==> src/rtl/scd_pkg.sv <==
package scd_pkg;

    // sample and moving-average window
    localparam int SAMPLE_W  = 10;
    localparam int AVG_DEPTH = 16;                    // power of two: mean is a shift
    localparam int AVG_IDX_W = $clog2(AVG_DEPTH);
    localparam int SUM_W     = SAMPLE_W + AVG_IDX_W;

    // step time history
    localparam int CAD_DEPTH  = 8;
    localparam int CAD_SLOT_W = $clog2(CAD_DEPTH);
    localparam int FILL_W     = 4;
    localparam int FILL_MAX   = 15;
    localparam int TIME_W     = 32;

    // register and field widths
    localparam int THR_W    = 8;
    localparam int CONFIRM_W = 4;
    localparam int REFR_W   = 8;
    localparam int CAD_W    = 10;
    localparam int GAP_W    = 8;
    localparam int TPM_W    = 16;
    localparam int CONF_W   = 8;
    localparam int TOTAL_W  = 16;
    localparam int DECAY_W  = 4;

    // serial divider: numerator is (steps - 1) * ticks_per_minute
    localparam int CAD_NUM_W = CAD_SLOT_W + TPM_W;
    localparam int DIV_CNT_W = $clog2(CAD_NUM_W);

    // configuration port
    localparam int CFG_IDX_W  = 3;
    localparam int CFG_DATA_W = 16;

    localparam logic [CFG_IDX_W-1:0] REG_THRESHOLD_OFFSET   = 3'd0;
    localparam logic [CFG_IDX_W-1:0] REG_FALL_DROP          = 3'd1;
    localparam logic [CFG_IDX_W-1:0] REG_CONFIRM_FALLS      = 3'd2;
    localparam logic [CFG_IDX_W-1:0] REG_REFRACTORY_SAMPLES = 3'd3;
    localparam logic [CFG_IDX_W-1:0] REG_CADENCE_CEILING    = 3'd4;
    localparam logic [CFG_IDX_W-1:0] REG_GAP_LIMIT          = 3'd5;
    localparam logic [CFG_IDX_W-1:0] REG_TICKS_PER_MINUTE   = 3'd6;

    // register reset values
    localparam logic [THR_W-1:0]     RST_THRESHOLD_OFFSET   = 8'd6;
    localparam logic [THR_W-1:0]     RST_FALL_DROP          = 8'd4;
    localparam logic [CONFIRM_W-1:0] RST_CONFIRM_FALLS      = 4'd2;
    localparam logic [REFR_W-1:0]    RST_REFRACTORY_SAMPLES = 8'd25;
    localparam logic [CAD_W-1:0]     RST_CADENCE_CEILING    = 10'd240;
    localparam logic [GAP_W-1:0]     RST_GAP_LIMIT          = 8'd200;
    localparam logic [TPM_W-1:0]     RST_TICKS_PER_MINUTE   = 16'd6000;

    // detector modes
    localparam logic [1:0] MODE_TRACK   = 2'd0;
    localparam logic [1:0] MODE_RISE    = 2'd1;
    localparam logic [1:0] MODE_FALL    = 2'd2;
    localparam logic [1:0] MODE_REFRACT = 2'd3;

endpackage

==> src/rtl/step_cadence_detector.sv <==
// Step and cadence detector. One result beat per sample beat. Once two step times are
// stored, a sample goes from acceptance to its result through these steps: update the
// detector (the averaging window entry is read as the sample is accepted), read the
// oldest stored step time, form the interval, run the bit-serial divider (one quotient
// bit per cycle) that computes steps per minute, and load the output register. The next
// sample is accepted only after that, so samples are handled one at a time. With fewer
// than two stored steps the divider is skipped. The finished result sits in an output
// register, so one waiting result does not stall input; a second finished result waits
// until the first is taken. Configuration writes go straight to the registers: one made
// while idle takes effect on the next sample, one made while a sample is in flight may
// affect that sample. Configuration writes should be done while no sample is in flight.
module step_cadence_detector (
    input  logic                                clk,
    input  logic                                rst_n,
    input  logic                                cfg_wr_en,
    input  logic [scd_pkg::CFG_IDX_W-1:0]       cfg_index,
    input  logic [scd_pkg::CFG_DATA_W-1:0]      cfg_data,
    input  logic                                in_valid,
    output logic                                in_ready,
    input  logic [scd_pkg::SAMPLE_W-1:0]        motion_magnitude,
    output logic                                out_valid,
    input  logic                                out_ready,
    output logic [scd_pkg::CAD_W-1:0]           cadence_spm,
    output logic [scd_pkg::TOTAL_W-1:0]         steps_total,
    output logic [scd_pkg::CONF_W-1:0]          signal_confidence,
    output logic                                step_pulse
);

    localparam logic [2:0] S_IDLE = 3'd0;
    localparam logic [2:0] S_CORE = 3'd1;
    localparam logic [2:0] S_READ = 3'd2;
    localparam logic [2:0] S_SPAN = 3'd3;
    localparam logic [2:0] S_DIV  = 3'd4;
    localparam logic [2:0] S_DONE = 3'd5;

    // configuration
    logic [scd_pkg::THR_W-1:0]     thr_off_reg;
    logic [scd_pkg::THR_W-1:0]     fall_drop_reg;
    logic [scd_pkg::CONFIRM_W-1:0] confirm_reg;
    logic [scd_pkg::REFR_W-1:0]    refract_reg;
    logic [scd_pkg::CAD_W-1:0]     ceiling_reg;
    logic [scd_pkg::GAP_W-1:0]     gap_limit_reg;
    logic [scd_pkg::TPM_W-1:0]     tpm_reg;

    // sequencing
    logic [2:0] state_reg, state_next;

    // memories
    logic [scd_pkg::SAMPLE_W-1:0] window_mem [scd_pkg::AVG_DEPTH];
    logic [scd_pkg::TIME_W-1:0]   time_mem   [scd_pkg::CAD_DEPTH];

    // detector state
    logic [scd_pkg::SAMPLE_W-1:0]  x_reg;
    logic [scd_pkg::SAMPLE_W-1:0]  win_old_reg;
    logic [scd_pkg::AVG_IDX_W-1:0] win_idx_reg, win_idx_next;
    logic [scd_pkg::SUM_W-1:0]     win_sum_reg, win_sum_next;
    logic                          win_full_reg, win_full_next;
    logic [scd_pkg::SAMPLE_W-1:0]  extreme_reg, extreme_next;
    logic [scd_pkg::SAMPLE_W-1:0]  peak_reg, peak_next;
    logic [scd_pkg::CONFIRM_W-1:0] falls_reg, falls_next;
    logic [scd_pkg::REFR_W-1:0]    left_reg, left_next;
    logic [1:0]                    mode_reg, mode_next;
    logic [scd_pkg::CAD_SLOT_W-1:0] slot_reg, slot_next;
    logic [scd_pkg::FILL_W-1:0]    fill_reg, fill_next;
    logic [scd_pkg::TIME_W-1:0]    sample_cnt_reg, sample_cnt_next;
    logic [scd_pkg::TIME_W-1:0]    last_time_reg, last_time_next;
    logic [scd_pkg::DECAY_W-1:0]   decay_reg, decay_next;
    logic [scd_pkg::CONF_W-1:0]    conf_reg, conf_next;
    logic [scd_pkg::GAP_W-1:0]     gap_reg, gap_next;
    logic [scd_pkg::CAD_W-1:0]     cadence_reg, cadence_next;
    logic [scd_pkg::TOTAL_W-1:0]   total_reg, total_next;
    logic                          pulse_reg, pulse_next;
    logic                          step_hit;

    // interval and divider
    logic [scd_pkg::TIME_W-1:0]    time_rd_reg;
    logic [scd_pkg::CAD_SLOT_W-1:0] time_rd_addr;
    logic [scd_pkg::TIME_W-1:0]    span;
    logic [scd_pkg::CAD_SLOT_W-1:0] steps_m1;
    logic                          den_big_reg, den_big_next;
    logic [scd_pkg::CAD_NUM_W-1:0] den_lo_reg, den_lo_next;
    logic [scd_pkg::CAD_NUM_W-1:0] num_reg, num_next;
    logic [scd_pkg::CAD_NUM_W-1:0] rem_reg, rem_next;
    logic [scd_pkg::CAD_NUM_W-1:0] div_shift;
    logic                          div_fits;
    logic [scd_pkg::DIV_CNT_W-1:0] div_cnt_reg, div_cnt_next;
    logic [scd_pkg::CAD_W-1:0]     raw_cad;

    // per-sample combinational terms
    logic [scd_pkg::SAMPLE_W-1:0] avg_now;
    logic [scd_pkg::SAMPLE_W:0]   rise_level;
    logic [scd_pkg::SAMPLE_W-1:0] peak_diff;

    // output register
    logic                          out_valid_reg;
    logic [scd_pkg::CAD_W-1:0]     o_cad_reg;
    logic [scd_pkg::TOTAL_W-1:0]   o_total_reg;
    logic [scd_pkg::CONF_W-1:0]    o_conf_reg;
    logic                          o_pulse_reg;
    logic                          out_load;

    assign in_ready          = (state_reg == S_IDLE);
    assign out_valid         = out_valid_reg;
    assign cadence_spm       = o_cad_reg;
    assign steps_total       = o_total_reg;
    assign signal_confidence = o_conf_reg;
    assign step_pulse        = o_pulse_reg;

    assign out_load = (state_reg == S_DONE) && (!out_valid_reg || out_ready);

    always_ff @(posedge clk or negedge rst_n)
    begin
        if (!rst_n)
        begin
            thr_off_reg   <= scd_pkg::RST_THRESHOLD_OFFSET;
            fall_drop_reg <= scd_pkg::RST_FALL_DROP;
            confirm_reg   <= scd_pkg::RST_CONFIRM_FALLS;
            refract_reg   <= scd_pkg::RST_REFRACTORY_SAMPLES;
            ceiling_reg   <= scd_pkg::RST_CADENCE_CEILING;
            gap_limit_reg <= scd_pkg::RST_GAP_LIMIT;
            tpm_reg       <= scd_pkg::RST_TICKS_PER_MINUTE;
        end
        else if (cfg_wr_en)
        begin
            case (cfg_index)
                scd_pkg::REG_THRESHOLD_OFFSET:   thr_off_reg   <= cfg_data[scd_pkg::THR_W-1:0];
                scd_pkg::REG_FALL_DROP:          fall_drop_reg <= cfg_data[scd_pkg::THR_W-1:0];
                scd_pkg::REG_CONFIRM_FALLS:      confirm_reg   <= cfg_data[scd_pkg::CONFIRM_W-1:0];
                scd_pkg::REG_REFRACTORY_SAMPLES: refract_reg   <= cfg_data[scd_pkg::REFR_W-1:0];
                scd_pkg::REG_CADENCE_CEILING:    ceiling_reg   <= cfg_data[scd_pkg::CAD_W-1:0];
                scd_pkg::REG_GAP_LIMIT:          gap_limit_reg <= cfg_data[scd_pkg::GAP_W-1:0];
                scd_pkg::REG_TICKS_PER_MINUTE:   tpm_reg       <= cfg_data[scd_pkg::TPM_W-1:0];
                default:                         ;
            endcase
        end
    end

    // Detector update. The mean only matters once the window is full (a rise needs a
    // full window and every later step comes after a rise), so it is always sum / depth.
    always_comb
    begin
        win_idx_next    = win_idx_reg;
        win_sum_next    = win_sum_reg;
        win_full_next   = win_full_reg;
        extreme_next    = extreme_reg;
        peak_next       = peak_reg;
        falls_next      = falls_reg;
        left_next       = left_reg;
        mode_next       = mode_reg;
        slot_next       = slot_reg;
        fill_next       = fill_reg;
        sample_cnt_next = sample_cnt_reg;
        last_time_next  = last_time_reg;
        decay_next      = decay_reg;
        conf_next       = conf_reg;
        gap_next        = gap_reg;
        total_next      = total_reg;
        pulse_next      = pulse_reg;
        step_hit        = 1'b0;
        avg_now         = '0;
        rise_level      = '0;
        peak_diff       = '0;

        if (state_reg == S_CORE)
        begin
            pulse_next      = 1'b0;
            sample_cnt_next = sample_cnt_reg + 1'b1;
            if (gap_reg != {scd_pkg::GAP_W{1'b1}})
                gap_next = gap_reg + 1'b1;

            if (win_full_reg)
                win_sum_next = win_sum_reg - scd_pkg::SUM_W'(win_old_reg)
                               + scd_pkg::SUM_W'(x_reg);
            else
                win_sum_next = win_sum_reg + scd_pkg::SUM_W'(x_reg);
            if (win_idx_reg == scd_pkg::AVG_IDX_W'(scd_pkg::AVG_DEPTH - 1))
            begin
                win_full_next = 1'b1;
                win_idx_next  = '0;
            end
            else
            begin
                win_idx_next = win_idx_reg + 1'b1;
            end
            avg_now    = win_sum_next[scd_pkg::SUM_W-1:scd_pkg::AVG_IDX_W];
            rise_level = {1'b0, avg_now} + (scd_pkg::SAMPLE_W+1)'(thr_off_reg);
            peak_diff  = peak_reg - avg_now;

            if (decay_reg != '0)
            begin
                decay_next = decay_reg - 1'b1;
            end
            else
            begin
                decay_next = {scd_pkg::DECAY_W{1'b1}};
                if (conf_reg != '0)
                    conf_next = conf_reg - 1'b1;
            end

            case (mode_reg)
                scd_pkg::MODE_TRACK:
                begin
                    extreme_next = x_reg;
                    falls_next   = '0;
                    if (win_full_next && ({1'b0, x_reg} > rise_level))
                        mode_next = scd_pkg::MODE_RISE;
                end
                scd_pkg::MODE_RISE:
                begin
                    if (x_reg > extreme_reg)
                    begin
                        extreme_next = x_reg;
                        falls_next   = '0;
                    end
                    else if ((extreme_reg - x_reg) >= scd_pkg::SAMPLE_W'(fall_drop_reg))
                    begin
                        mode_next  = scd_pkg::MODE_FALL;
                        falls_next = scd_pkg::CONFIRM_W'(1);
                        peak_next  = extreme_reg;
                    end
                end
                scd_pkg::MODE_FALL:
                begin
                    extreme_next = x_reg;
                    if (x_reg < extreme_reg)
                    begin
                        if (falls_reg != {scd_pkg::CONFIRM_W{1'b1}})
                            falls_next = falls_reg + 1'b1;
                    end
                    else
                    begin
                        falls_next = scd_pkg::CONFIRM_W'(1);
                    end
                    if (falls_reg >= confirm_reg)
                    begin
                        step_hit       = 1'b1;
                        last_time_next = sample_cnt_next;
                        slot_next      = (slot_reg == scd_pkg::CAD_SLOT_W'(scd_pkg::CAD_DEPTH - 1))
                                         ? '0 : slot_reg + 1'b1;
                        if (fill_reg != scd_pkg::FILL_W'(scd_pkg::FILL_MAX))
                            fill_next = fill_reg + 1'b1;
                        if (total_reg != {scd_pkg::TOTAL_W{1'b1}})
                            total_next = total_reg + 1'b1;
                        pulse_next = 1'b1;
                        gap_next   = '0;
                        if (peak_reg > avg_now)
                            conf_next = (peak_diff[scd_pkg::SAMPLE_W-1:6] != '0)
                                        ? {scd_pkg::CONF_W{1'b1}} : {peak_diff[5:0], 2'b00};
                        else
                            conf_next = '0;
                        decay_next = {scd_pkg::DECAY_W{1'b1}};
                        left_next  = refract_reg;
                        mode_next  = scd_pkg::MODE_REFRACT;
                        falls_next = '0;
                    end
                end
                default:
                begin
                    if (left_reg <= scd_pkg::REFR_W'(1))
                    begin
                        mode_next  = scd_pkg::MODE_TRACK;
                        falls_next = '0;
                    end
                    if (left_reg != '0)
                        left_next = left_reg - 1'b1;
                end
            endcase
        end
    end

    // oldest step time: slot 0 until the history wraps, then the next slot to be written
    assign time_rd_addr = (fill_reg >= scd_pkg::FILL_W'(scd_pkg::CAD_DEPTH)) ? slot_reg : '0;
    assign steps_m1     = (fill_reg >= scd_pkg::FILL_W'(scd_pkg::CAD_DEPTH))
                          ? scd_pkg::CAD_SLOT_W'(scd_pkg::CAD_DEPTH - 1)
                          : fill_reg[scd_pkg::CAD_SLOT_W-1:0] - 1'b1;
    assign span         = last_time_reg - time_rd_reg;

    // restoring divider, one quotient bit per cycle shifted into the numerator register
    assign div_shift = {rem_reg[scd_pkg::CAD_NUM_W-2:0], num_reg[scd_pkg::CAD_NUM_W-1]};
    assign div_fits  = !den_big_reg && (div_shift >= den_lo_reg);

    always_comb
    begin
        den_big_next = den_big_reg;
        den_lo_next  = den_lo_reg;
        num_next     = num_reg;
        rem_next     = rem_reg;
        div_cnt_next = div_cnt_reg;
        if (state_reg == S_SPAN)
        begin
            if (span == '0)
            begin
                den_big_next = 1'b0;
                den_lo_next  = scd_pkg::CAD_NUM_W'(1);
            end
            else
            begin
                den_big_next = |span[scd_pkg::TIME_W-1:scd_pkg::CAD_NUM_W];
                den_lo_next  = span[scd_pkg::CAD_NUM_W-1:0];
            end
            num_next     = scd_pkg::CAD_NUM_W'(steps_m1) * scd_pkg::CAD_NUM_W'(tpm_reg);
            rem_next     = '0;
            div_cnt_next = '0;
        end
        else if (state_reg == S_DIV)
        begin
            rem_next     = div_fits ? div_shift - den_lo_reg : div_shift;
            num_next     = {num_reg[scd_pkg::CAD_NUM_W-2:0], div_fits};
            div_cnt_next = div_cnt_reg + 1'b1;
        end
    end

    always_comb
    begin
        raw_cad      = (num_reg > scd_pkg::CAD_NUM_W'(ceiling_reg))
                       ? ceiling_reg : num_reg[scd_pkg::CAD_W-1:0];
        cadence_next = cadence_reg;
        if ((fill_reg >= scd_pkg::FILL_W'(2)) && (raw_cad != '0))
            cadence_next = raw_cad;
        if (gap_reg >= gap_limit_reg)
            cadence_next = '0;
    end

    always_comb
    begin
        state_next = state_reg;
        case (state_reg)
            S_IDLE:
                if (in_valid)
                    state_next = S_CORE;
            S_CORE:
                state_next = S_READ;
            S_READ:
                state_next = S_SPAN;
            S_SPAN:
                state_next = (fill_reg >= scd_pkg::FILL_W'(2)) ? S_DIV : S_DONE;
            S_DIV:
                if (div_cnt_reg == scd_pkg::DIV_CNT_W'(scd_pkg::CAD_NUM_W - 1))
                    state_next = S_DONE;
            S_DONE:
                if (out_load)
                    state_next = S_IDLE;
            default:
                state_next = S_IDLE;
        endcase
    end

    always_ff @(posedge clk or negedge rst_n)
    begin
        if (!rst_n)
        begin
            state_reg      <= S_IDLE;
            win_idx_reg    <= '0;
            win_sum_reg    <= '0;
            win_full_reg   <= 1'b0;
            extreme_reg    <= '0;
            peak_reg       <= '0;
            falls_reg      <= '0;
            left_reg       <= '0;
            mode_reg       <= scd_pkg::MODE_TRACK;
            slot_reg       <= '0;
            fill_reg       <= '0;
            sample_cnt_reg <= '0;
            decay_reg      <= '0;
            conf_reg       <= '0;
            gap_reg        <= '0;
            cadence_reg    <= '0;
            total_reg      <= '0;
            pulse_reg      <= 1'b0;
            div_cnt_reg    <= '0;
            out_valid_reg  <= 1'b0;
        end
        else
        begin
            state_reg      <= state_next;
            win_idx_reg    <= win_idx_next;
            win_sum_reg    <= win_sum_next;
            win_full_reg   <= win_full_next;
            extreme_reg    <= extreme_next;
            peak_reg       <= peak_next;
            falls_reg      <= falls_next;
            left_reg       <= left_next;
            mode_reg       <= mode_next;
            slot_reg       <= slot_next;
            fill_reg       <= fill_next;
            sample_cnt_reg <= sample_cnt_next;
            decay_reg      <= decay_next;
            gap_reg        <= gap_next;
            total_reg      <= total_next;
            pulse_reg      <= pulse_next;
            div_cnt_reg    <= div_cnt_next;
            if (out_load)
            begin
                cadence_reg   <= cadence_next;
                conf_reg      <= (gap_reg >= gap_limit_reg) ? '0 : conf_reg;
                out_valid_reg <= 1'b1;
            end
            else
            begin
                conf_reg <= conf_next;
                if (out_ready)
                    out_valid_reg <= 1'b0;
            end
        end
    end

    // payload registers and memories
    always_ff @(posedge clk)
    begin
        if (state_reg == S_IDLE && in_valid)
        begin
            x_reg       <= motion_magnitude;
            win_old_reg <= window_mem[win_idx_reg];
        end
        if (state_reg == S_CORE)
            window_mem[win_idx_reg] <= x_reg;
        if (step_hit)
            time_mem[slot_reg] <= sample_cnt_next;
        if (state_reg == S_READ)
            time_rd_reg <= time_mem[time_rd_addr];
        last_time_reg <= last_time_next;
        den_big_reg   <= den_big_next;
        den_lo_reg    <= den_lo_next;
        num_reg       <= num_next;
        rem_reg       <= rem_next;
        if (out_load)
        begin
            o_cad_reg   <= cadence_next;
            o_total_reg <= total_reg;
            o_conf_reg  <= (gap_reg >= gap_limit_reg) ? '0 : conf_reg;
            o_pulse_reg <= pulse_reg;
        end
    end

endmodule
==> config.mk <==
export PLATFORM = sky130hd
export DESIGN_NAME = step_cadence_detector
export DESIGN_NICKNAME = d
export VERILOG_FILES = /design/src/rtl/scd_pkg.sv /design/src/rtl/step_cadence_detector.sv
export SDC_FILE = /design/constraint.sdc
export NUM_CORES = 1
export LEC_CHECK = 0
export BUFFER_PORTS_ARGS = -buffer_cell sky130_fd_sc_hd__buf_2
export CAP_MARGIN = 20
export CORE_UTILIZATION = 40
export CTS_CLUSTER_DIAMETER = 80
export DETAILED_ROUTE_END_ITERATION = 12
export PLACE_DENSITY_LB_ADDON = 0.08
export SYNTH_ARGS = -nofsm -noshare
export SYNTH_HDL_FRONTEND = slang
export SYNTH_SLANG_ARGS = --single-unit
==> constraint.sdc <==
create_clock -name clk -period 8.2 [get_ports clk]
set_input_delay 0.41 -clock clk [delete_from_list [all_inputs] [get_ports clk]]
set_output_delay 0.41 -clock clk [all_outputs]
set_load 0.005 [all_outputs]
==> flow_summary.yaml, run 1 <==
final_layout:
  fin_util_pct: 45.80
  fillers: 8594
  largest_register: "time_mem"
  drive_gt1_share_pct: 17.04
  largest_reg_flops: 256
  reg_top3: "time_mem (256), window_mem (160)"
  area_growth_pct: 13.44
  nets: 3350
floorplanning:
  num_rows: 114
  initial_core_util_pct: 40.37
  dieHeight_um: 314.2
  die_width_um: 314.2
  io_pins: 71
  coreArea_um2: 96570
  die_area_um2: 98720
clocking:
  cts_sinks: 802
  clk_pin_slew_ns: 0.06
  cts-hold-fix-buffers: 19
  cts_tree: "built"
  root_buffer: "clkbuf_16"
  htreeDepth: 3
  post_cts_resized: 0
  clock_latency_ns: 0.65
  post_cts_buffers: 0
  clk_path_buf_depth: 3
  cts_buffers: 90
worst_setup_path:
  worstSetupPathType: "flop to flop"
  arrival_ns: 7.67
  rr_startpoint: "x_reg[2]"
  max_stage_delay_ns: 0.75
  rr_worst_depth: 31
  critPathMostFrequentCell: "a21oi_1"
  crit_path_max_fanout: 20
  start_kind: "flop"
  worstPathBufferInverterCount: 3
  cp.depth: 31
  cp_slowest_cell: "edfxtp_1"
  critPathTopFamily: "compound AO/OA/AOI/OAI gates"
  reg2reg_to: "mode_reg[1]"
  setup.worst_path.end_class: "flop"
  r2r_slack_ns: 1.06
  critPathRequiredTime_ns: 8.73
power:
  ir_drop_mv: 0.1592
  power_density_nw_per_um2: 323.3
  p_total_mw: 14.30
  leakagePower_nw: 16.69
grt:
  grt_pass1_wl_um: 144600
  overflow: 0
  met1_usage_pct: 26.53
  antenna_found_initial: 2
  grt_max_degree: 82
  grt_usage_pct: 19.01
  grt_pass1_vias: 24350
  use_met3_pct: 2.444
  globalRouteMet2Util_pct: 31.37
  gr-max-usage-layer: "met2"
placed_design:
  port_buffers: 70
  gp_congestion: 0.8935
  hpwl_um: 61600
status:
  status: "finished clean"
timing:
  finalSetupViolCount: 0
  tns_ns: 0
  drv_slew: 0
  clock_skew_ns: 0.02001
  finalCriticalPeriod_ns: 7.140
  rsz0062_at_grt: "no"
  relSlewSlack_pct: 27.44
  worstMarginPinSlew_ns: 1.088
  max_freq_mhz: 140.1
  fin_crit_sh_pct: 87.08
  finalHoldViolCount: 0
synth:
  synth-edff-count: 574
  ys.flop_type: "edfxtp_1"
  syn-instance-count: 2947
  netlist_top_cells_area: "edfxtp_1 44%, dfrtp_1 12%, mux4_2 6.6%, ha_1 6.0%, mux2_2 2.8%"
  ys_seq_area_share_pct: 58.68
  netlist.area_leader.share_pct: 44.21
  avgSynthCellArea_um2: 13.23
  synth_async_sr_flop_share_pct: 26.18
  synth_fp_nets: 3198
  ys_ff_latch: 802
  yosysTopAreaCell: "edfxtp_1"
  synth_cell_types: 90
  yosys_warnings: 0
  synth_area_um2: 38980
worst_hold_path:
  whs_path_depth: 3
  min-delay-start: "cfg_data[5]"
  hold_class: "input pin to flop"
  whs_endpoint: "fall_drop_reg[5]"
routing:
  antenna_left: 0
  num_vias: 23840
  drt-initial-drc-count: 1593
  vias_per_cell: 5.357
  drc: 0
  wirelength_um: 92970
  dr.pass1.iters: 5
  wire_per_inst_um: 20.89
job:
  cap_violations: 0
[cell usage after synthesis, types with 20 or more instances]
cell / count
edfxtp_1: 574
nand2_1: 250
inv_1: 227
dfrtp_1: 189
ha_1: 186
nor2_1: 153
o21ai_0: 145
a21oi_1: 115
mux4_2: 114
xnor2_1: 109
mux2_2: 96
clkbuf_1: 71
xor2_1: 66
nor3_1: 63
nand3_1: 60
a21o_1: 42
a211oi_1: 35
and3_1: 33
fa_1: 31
mux2i_1: 30
nand2b_1: 29
and2_1: 21
dfstp_2: 21
nand4_1: 20
[routing by layer]
| layer | share of wire [%] | vias up |
|---|---|---|
| li1 | - | 11190 |
| met1 | 47 | 12070 |
| met2 | 47 | 479 |
| met3 | 4.0 | 106 |
| met4 | 1.8 | 0 |
| met5 | 0 | - |
[metrics by stage]
step           instance area (um2)  instances  setup slack, ns  hold WS [ns]
2_1_floorplan                38980       2947            1.856        0.1144
3_3_place_gp                 41140       4263            1.245        0.4418
3_5_place_dp                 41140       4263            1.075        0.4556
4_1_cts                      44210       4449            1.016       0.09835
5_1_grt                      44220       4450           0.4785        0.1177
6_report                     44220       4451            1.060        0.1381
[worst register-to-register path, delay by kind of cell, from the launching register on]
family / cells / cell delay [ns]
flops: 1 / 0.75
compound gates: 13 / 2.55
fa+ha+maj: 4 / 1.41
simple gates: 8 / 1.35
xor+xnor: 2 / 0.21
buf+inv: 3 / 0.39
mux: 1 / 0.35
[worst max-delay path by stage]
stage | from | end | slack (ns)
floorplan | x_reg[1] | mode_reg[1] | 1.86
global placement | x_reg[2] | mode_reg[1] | 1.25
detailed placement | x_reg[2] | mode_reg[1] | 1.07
CTS | x_reg[2] | mode_reg[1] | 1.02
global route | x_reg[2] | mode_reg[1] | 0.48
finish | x_reg[2] | mode_reg[1] | 1.06
[logic make-up (layout without fill, tap and decap cells)]
kind of cell    count (synthesis)  count (layout)  share of synthesized area (%)
compound gates                483             483                          7.956
xor+xnor                      175             175                          3.932
fa+ha+maj                     217             217                          7.561
buf+inv                       317             544                          3.065
flops                         802             802                          58.68
mux                           240             240                          10.13
other cells                     0               1                              0
simple gates                  713             713                          8.672
[placed cells by master, fill, tap and decap left out, types with 16 or more instances in the layout]
cell / count
edfxtp_1: 574
nand2_1: 248
inv_1: 226
ha_1: 186
dfrtp_1: 185
nor2_1: 150
o21ai_0: 145
a21oi_1: 115
mux4_2: 114
xnor2_1: 109
mux2_2: 96
clkbuf_16: 91
buf_2: 69
xor2_1: 66
nand3_1: 60
buf_4: 58
nor3_1: 54
a21o_1: 42
a211oi_1: 35
and3_1: 33
fa_1: 31
mux2i_1: 30
nand2b_1: 29
and2_1: 21
dfstp_2: 21
clkinv_2: 21
nand4_1: 20
dlygate4sd3_1: 19
nor2b_1: 18
dfxtp_1: 18
or3_1: 17
clkinv_1: 17
clkbuf_1: 16
[area by class of cell]
cell class / count / area (um2) / share of cell area, %
inverters: 229 / 859.6 / 1.944
well taps: 1276 / 1597 / 3.610
clock inverters: 55 / 470.5 / 1.064
repair buffers: 148 / 997.2 / 2.255
diodes: 1 / 2.502 / 0.005659
flip-flops and latches: 802 / 22880 / 51.74
clock buffers: 112 / 2406 / 5.441
multi-input cells: 1828 / 15010 / 33.94
[where the power goes]
part | total [mW] | switching [mW] | internal [mW]
logic | 5.05 | 2.96 | 2.10
clock network | 3.92 | 1.65 | 2.28
registers | 5.32 | 0.375 | 4.95
total | 14.3 | 4.98 | 9.32
(Power assumes the default switching activity.)
==> run 2: changes to the inputs <==
- CORE_ASPECT_RATIO: unset -> 1.25
- CTS_BUF_LIST: unset -> sky130_fd_sc_hd__clkbuf_8
- clock period: 8.2 -> 8.05 ns (I/O delays scaled with it)
==> flow_summary.yaml, run 2 (synthesized netlist as in run 1, its figures left out) <==
status:
  status: "finished clean"
worst_hold_path:
  hold_class: "input pin to flop"
clocking:
  root_buffer: "clkbuf_8"
  post_cts_resized: 0
  clk_pin_slew_ns: 0.06
  clock_latency_ns: 0.79
  clk_path_buf_depth: 3
  cts-hold-fix-buffers: 27
  post_cts_buffers: 0
  cts_buffers: 135
  cts_tree: "built"
  htreeDepth: 4
  cts_sinks: 802
worst_setup_path:
  worstPathBufferInverterCount: 3
  max_stage_delay_ns: 0.77
  critPathTopFamily: "compound AO/OA/AOI/OAI gates"
  worstSetupPathType: "flop to flop"
  arrival_ns: 7.74
  critPathMostFrequentCell: "a21oi_1"
  crit_path_max_fanout: 20
  start_kind: "flop"
  r2r_slack_ns: 0.96
  cp_slowest_cell: "edfxtp_1"
  setup.worst_path.end_class: "flop"
  critPathRequiredTime_ns: 8.69
timing:
  relSlewSlack_pct: 29.32
  drv_slew: 0
  whs_ns: 0.09559
  fin_crit_sh_pct: 88.11
  max_freq_mhz: 141.0
  fin_ws_ns: 0.9574
  finalSetupViolCount: 0
  rsz0062_at_grt: "no"
  worstMarginPinSlew_ns: 1.060
  finalHoldViolCount: 0
  finalCriticalPeriod_ns: 7.093
  clock_skew_ns: 0.03953
  tns_ns: 0
final_layout:
  drive_gt1_share_pct: 18.11
  area_growth_pct: 13.16
  layout_common_cells: "574 x edfxtp_1, 269 x inv_1, 248 x nand2_1"
  layout.cells.non_filler: 4556
  layout_commonest_cell: "edfxtp_1"
  reg_top3: "time_mem (256), window_mem (160)"
  largest_reg_flops: 256
  largest_register: "time_mem"
  stdcell_area_um2: 44110
  nets: 3402
  fin_util_pct: 45.81
placed_design:
  dpl.cell_count: 4275
  hpwl_um: 61880
  dp_slack_ns: 0.9359
  port_buffers: 70
  dpl_cell_area_um2: 41150
  gp_congestion: 0.8780
power:
  seqPwrFrac_pct: 37.8
  ir_drop_mv: 0.1969
  swShare_pct: 36.32
  combPwrFrac_pct: 37.0
  power_density_nw_per_um2: 322.0
  internal_power_mw: 9.046
  leakagePower_nw: 16.84
  p_total_mw: 14.21
  p_sw_mw: 5.159
  pwr-share-clk_pct: 25.1
grt:
  globalRouteMet2Util_pct: 34.46
  grt_max_degree: 111
  use_met3_pct: 3.301
  grt_pass1_vias: 25140
  met1_usage_pct: 24.58
  antenna_found_initial: 1
  grt_usage_pct: 19.74
  gr-max-usage-layer: "met2"
  overflow: 0
  grt_pass1_wl_um: 147400
routing:
  drt-initial-drc-count: 1532
  antenna_left: 0
  vias_per_cell: 5.299
  drc: 0
  wire_per_inst_um: 21.02
  num_vias: 24140
  wirelength_um: 95790
  dr.pass1.iters: 5
floorplanning:
  dieHeight_um: 351.0
  io_pins: 71
  num_rows: 127
  coreArea_um2: 96290
  initial_core_util_pct: 40.48
  die_area_um2: 98720
  die_width_um: 281.2
job:
  cap_violations: 0
run 2: cell count changes in the layout (fill, tap and decap cells not counted), moves of 6 or more:
cell,previous run,this run
clkbuf_16,91,0
clkinv_1,17,23
clkinv_2,21,14
clkbuf_8,5,154
clkbuf_1,16,0
inv_1,226,269
dlygate4sd3_1,19,27
run 2: layout make-up:
cell class              instances  area, um2
inverters                     229      859.6
diodes                          2      5.005
repair buffers                155       1069
fillers                      8649      52180
flip-flops and latches        802      22880
clock inverters                96      549.3
multi-input cells            1828      15020
clock buffers                 154       2120
well taps                    1290       1614
run 2: per-layer routing:
metal | share of wire [%] | vias to the layer above | wire length, um
met5 | 0 | - | 0
met4 | 2.9 | 0 | 2788
met3 | 3.9 | 170 | 3756
met2 | 50 | 518 | 48120
met1 | 43 | 12140 | 41130
li1 | - | 11320 | -
run 2: power by group through the flow:
stage                     clock network, mW  registers, mW  logic [mW]
after floorplan                           0           5.33        3.81
after CTS                              3.70           5.38        5.30
final                                  3.57           5.37        5.26
after global routing                   3.87           5.42        5.91
after detailed placement                  0           5.46        5.25
after global placement                    0           5.44        5.20
run 2: path summary, 6_finish.rpt:
path	from	endpoint	depth (start not counted)
worst max-delay path	x_reg[2]	mode_reg[1]	31
worst min-delay path	out_ready	out_valid	3
worst max register to register	x_reg[2]	mode_reg[1]	31
worst min register to register	pulse_reg	step_pulse	0
max in group asynchronous	rst_n	sample_cnt_reg[5]	3
min in group asynchronous	rst_n	total_reg[4]	2
run 2: worst min-delay path: stages:
cell and delay, ns:
buf_2 0.07, nand2b_1 0.18, o21ai_0 0.15
==> run 3: changes to the inputs <==
- ABC_AREA: unset -> 1
==> flow_summary.yaml, run 3 <==
status:
  status: "finished clean"
routing:
  wire_per_inst_um: 18.93
  drc: 0
  vias_per_cell: 5.105
  num_vias: 29170
  drt-initial-drc-count: 1809
  wirelength_um: 108200
  antenna_left: 0
  dr.pass1.iters: 5
timing:
  finalHoldViolCount: 0
  max_freq_mhz: 166.5
  fin_crit_sh_pct: 74.61
  worstMarginPinSlew_ns: 0.9961
  drv_slew: 0
  relSlewSlack_pct: 32.89
  tns_ns: 0
  finalCriticalPeriod_ns: 6.006
  rsz0062_at_grt: "no"
  clock_skew_ns: 0.05274
  finalSetupViolCount: 0
power:
  p_sw_mw: 5.455
  leakagePower_nw: 18.81
  combPwrFrac_pct: 36.0
  swShare_pct: 38.42
  p_total_mw: 14.20
  pwr-share-clk_pct: 26.0
  ir_drop_mv: 0.1741
  power_density_nw_per_um2: 311.9
  seqPwrFrac_pct: 38.0
  internal_power_mw: 8.743
final_layout:
  drive_gt1_share_pct: 9.424
  reg_top3: "time_mem (256), window_mem (160)"
  area_growth_pct: 12.48
  layout_common_cells: "853 x nand2_1, 574 x edfxtp_1, 525 x inv_1"
  layout_commonest_cell: "nand2_1"
  nets: 4531
  largest_reg_flops: 256
  fillers: 9724
  largest_register: "time_mem"
synth:
  synthSimpleGateAreaFrac_pct: 17.06
  yosys-top-cells-count: "855 x nand2_1, 574 x edfxtp_1, 479 x inv_1"
  synth_area_um2: 40470
  netlist_top_cells_area: "edfxtp_1 43%, dfrtp_1 12%, nand2_1 7.9%, ha_1 5.8%, inv_1 4.4%"
  yosys_warnings: 0
  synth_top_family_by_area: "simple AND/OR/NAND/NOR gates"
  ys_seq_area_share_pct: 56.53
  yosysTopAreaCell: "edfxtp_1"
  muxShareOfSynthArea_pct: 0.1669
  synth_compound_area_share_pct: 10.18
  synth_async_sr_flop_share_pct: 26.18
  synth_cell_types: 63
  syn-instance-count: 4128
  synthAdderAreaFrac_pct: 7.284
  ys_ff_latch: 802
  synth-edff-count: 574
  avgSynthCellArea_um2: 9.804
  ys.flop_type: "edfxtp_1"
  synth_most_common_cell: "nand2_1"
  netlist.area_leader.share_pct: 42.59
  synth_fp_nets: 4379
  synthXorXnorAreaFrac_pct: 2.943
floorplanning:
  dieHeight_um: 357.6
  die_area_um2: 102500
  num_rows: 130
  io_pins: 71
  coreArea_um2: 100400
  die_width_um: 286.5
  initial_core_util_pct: 40.33
worst_setup_path:
  critPathMostFrequentCell: "nand2_1"
  worstSetupPathType: "flop to flop"
  cp_slowest_cell: "edfxtp_1"
  setup.worst_path.end_class: "flop"
  arrival_ns: 6.76
  crit_path_max_fanout: 20
  start_kind: "flop"
  critPathRequiredTime_ns: 8.80
  max_stage_delay_ns: 0.84
  worstPathBufferInverterCount: 4
  critPathTopFamily: "adder cells"
clocking:
  clk_path_buf_depth: 3
  cts_buffers: 137
  clk_pin_slew_ns: 0.06
  cts_sinks: 802
  root_buffer: "clkbuf_8"
  clock_latency_ns: 0.85
  htreeDepth: 4
  post_cts_resized: 0
  cts_tree: "built"
grt:
  antenna_found_initial: 1
  overflow: 0
  grt_pass1_vias: 29330
  grt_max_degree: 119
  grt_usage_pct: 21.40
  grt_pass1_wl_um: 167500
job:
  cap_violations: 0
worst_hold_path:
  hold_class: "input pin to flop"
placed_design:
  port_buffers: 70
  hpwl_um: 71220
  gp_congestion: 0.9068
## run 3: through the flow
step	worst slack (ns)	cell area, um2	hold WS [ns]	utilization [%]	std cells
CTS	2.062	45480	0.08717	45.31	5710
finish	2.044	45520	0.1821	45.36	5714
floorplan	3.118	40470	0.1069	-	4128
global placement	2.143	42410	0.4558	42.26	5426
detailed placement	2.100	42410	0.4597	42.26	5426
global route	1.465	45520	0.1689	45.36	5714
## run 3: final timing paths
kind	cells past startpoint	slack, ns	end	startpoint
setup / recovery	33	2.04	mode_reg[0]	x_reg[1]
hold / removal	4	0.18	fall_drop_reg[2]	cfg_index[1]
setup reg to reg	33	2.04	mode_reg[0]	x_reg[1]
hold reg to reg	2	0.47	rem_reg[17]	rem_reg[17]
max in group asynchronous	3	6.55	slot_reg[2]	rst_n
min in group asynchronous	2	0.22	extreme_reg[0]	rst_n
## run 3: what timing repair did
item	in CTS	in global routing
hold buffers	32	0
buffers inserted	0	0
endpoints found under the hold margin	137	0
## run 3: area by class of cell
class	count	area, um2	area share (%)
flip-flops and latches	802	22880	50.27
repair buffers	152	1089	2.391
inverters	484	1818	3.994
diodes	1	2.502	0.005497
well taps	1320	1652	3.628
clock inverters	96	599.3	1.317
clock buffers	156	2147	4.717
multi-input cells	2703	15330	33.68
## run 3: metal layers
metal / share of wire, % / routed length, um / global-route usage [%]
met1: 43 / 46900 / 26.66
met5: 0 / 0 / 0
met3: 4.2 / 4528 / 3.594
met4: 2.9 / 3149 / 7.979
met2: 50 / 53610 / 37.11
## run 3: worst min-delay path, stage by stage
cell and delay [ns]:
buf_2 0.11, nor2_1 0.06, nand2_1 0.31, o21ai_0 0.14
## run 3: power groups by stage
stage          Combinational (mW)  Clock (mW)  Sequential, mW
2_1_floorplan                3.68           0            5.33
4_1_cts                      5.14        3.80            5.41
3_3_place_gp                 5.08           0            5.48
3_5_place_dp                 5.10           0            5.48
6_report                     5.12        3.68            5.40
5_1_grt                      5.83        3.96            5.46
## run 3: logic make-up after synthesis
| family | after synthesis |
|---|---|
| xor gates and xnor gates | 136 |
| and+or+nand+nor | 1606 |
| DFF | 802 |
| AOI/OAI and AO/OA | 738 |
| buffers and inverters | 623 |
| adders and majority gates | 217 |
| muxes | 6 |
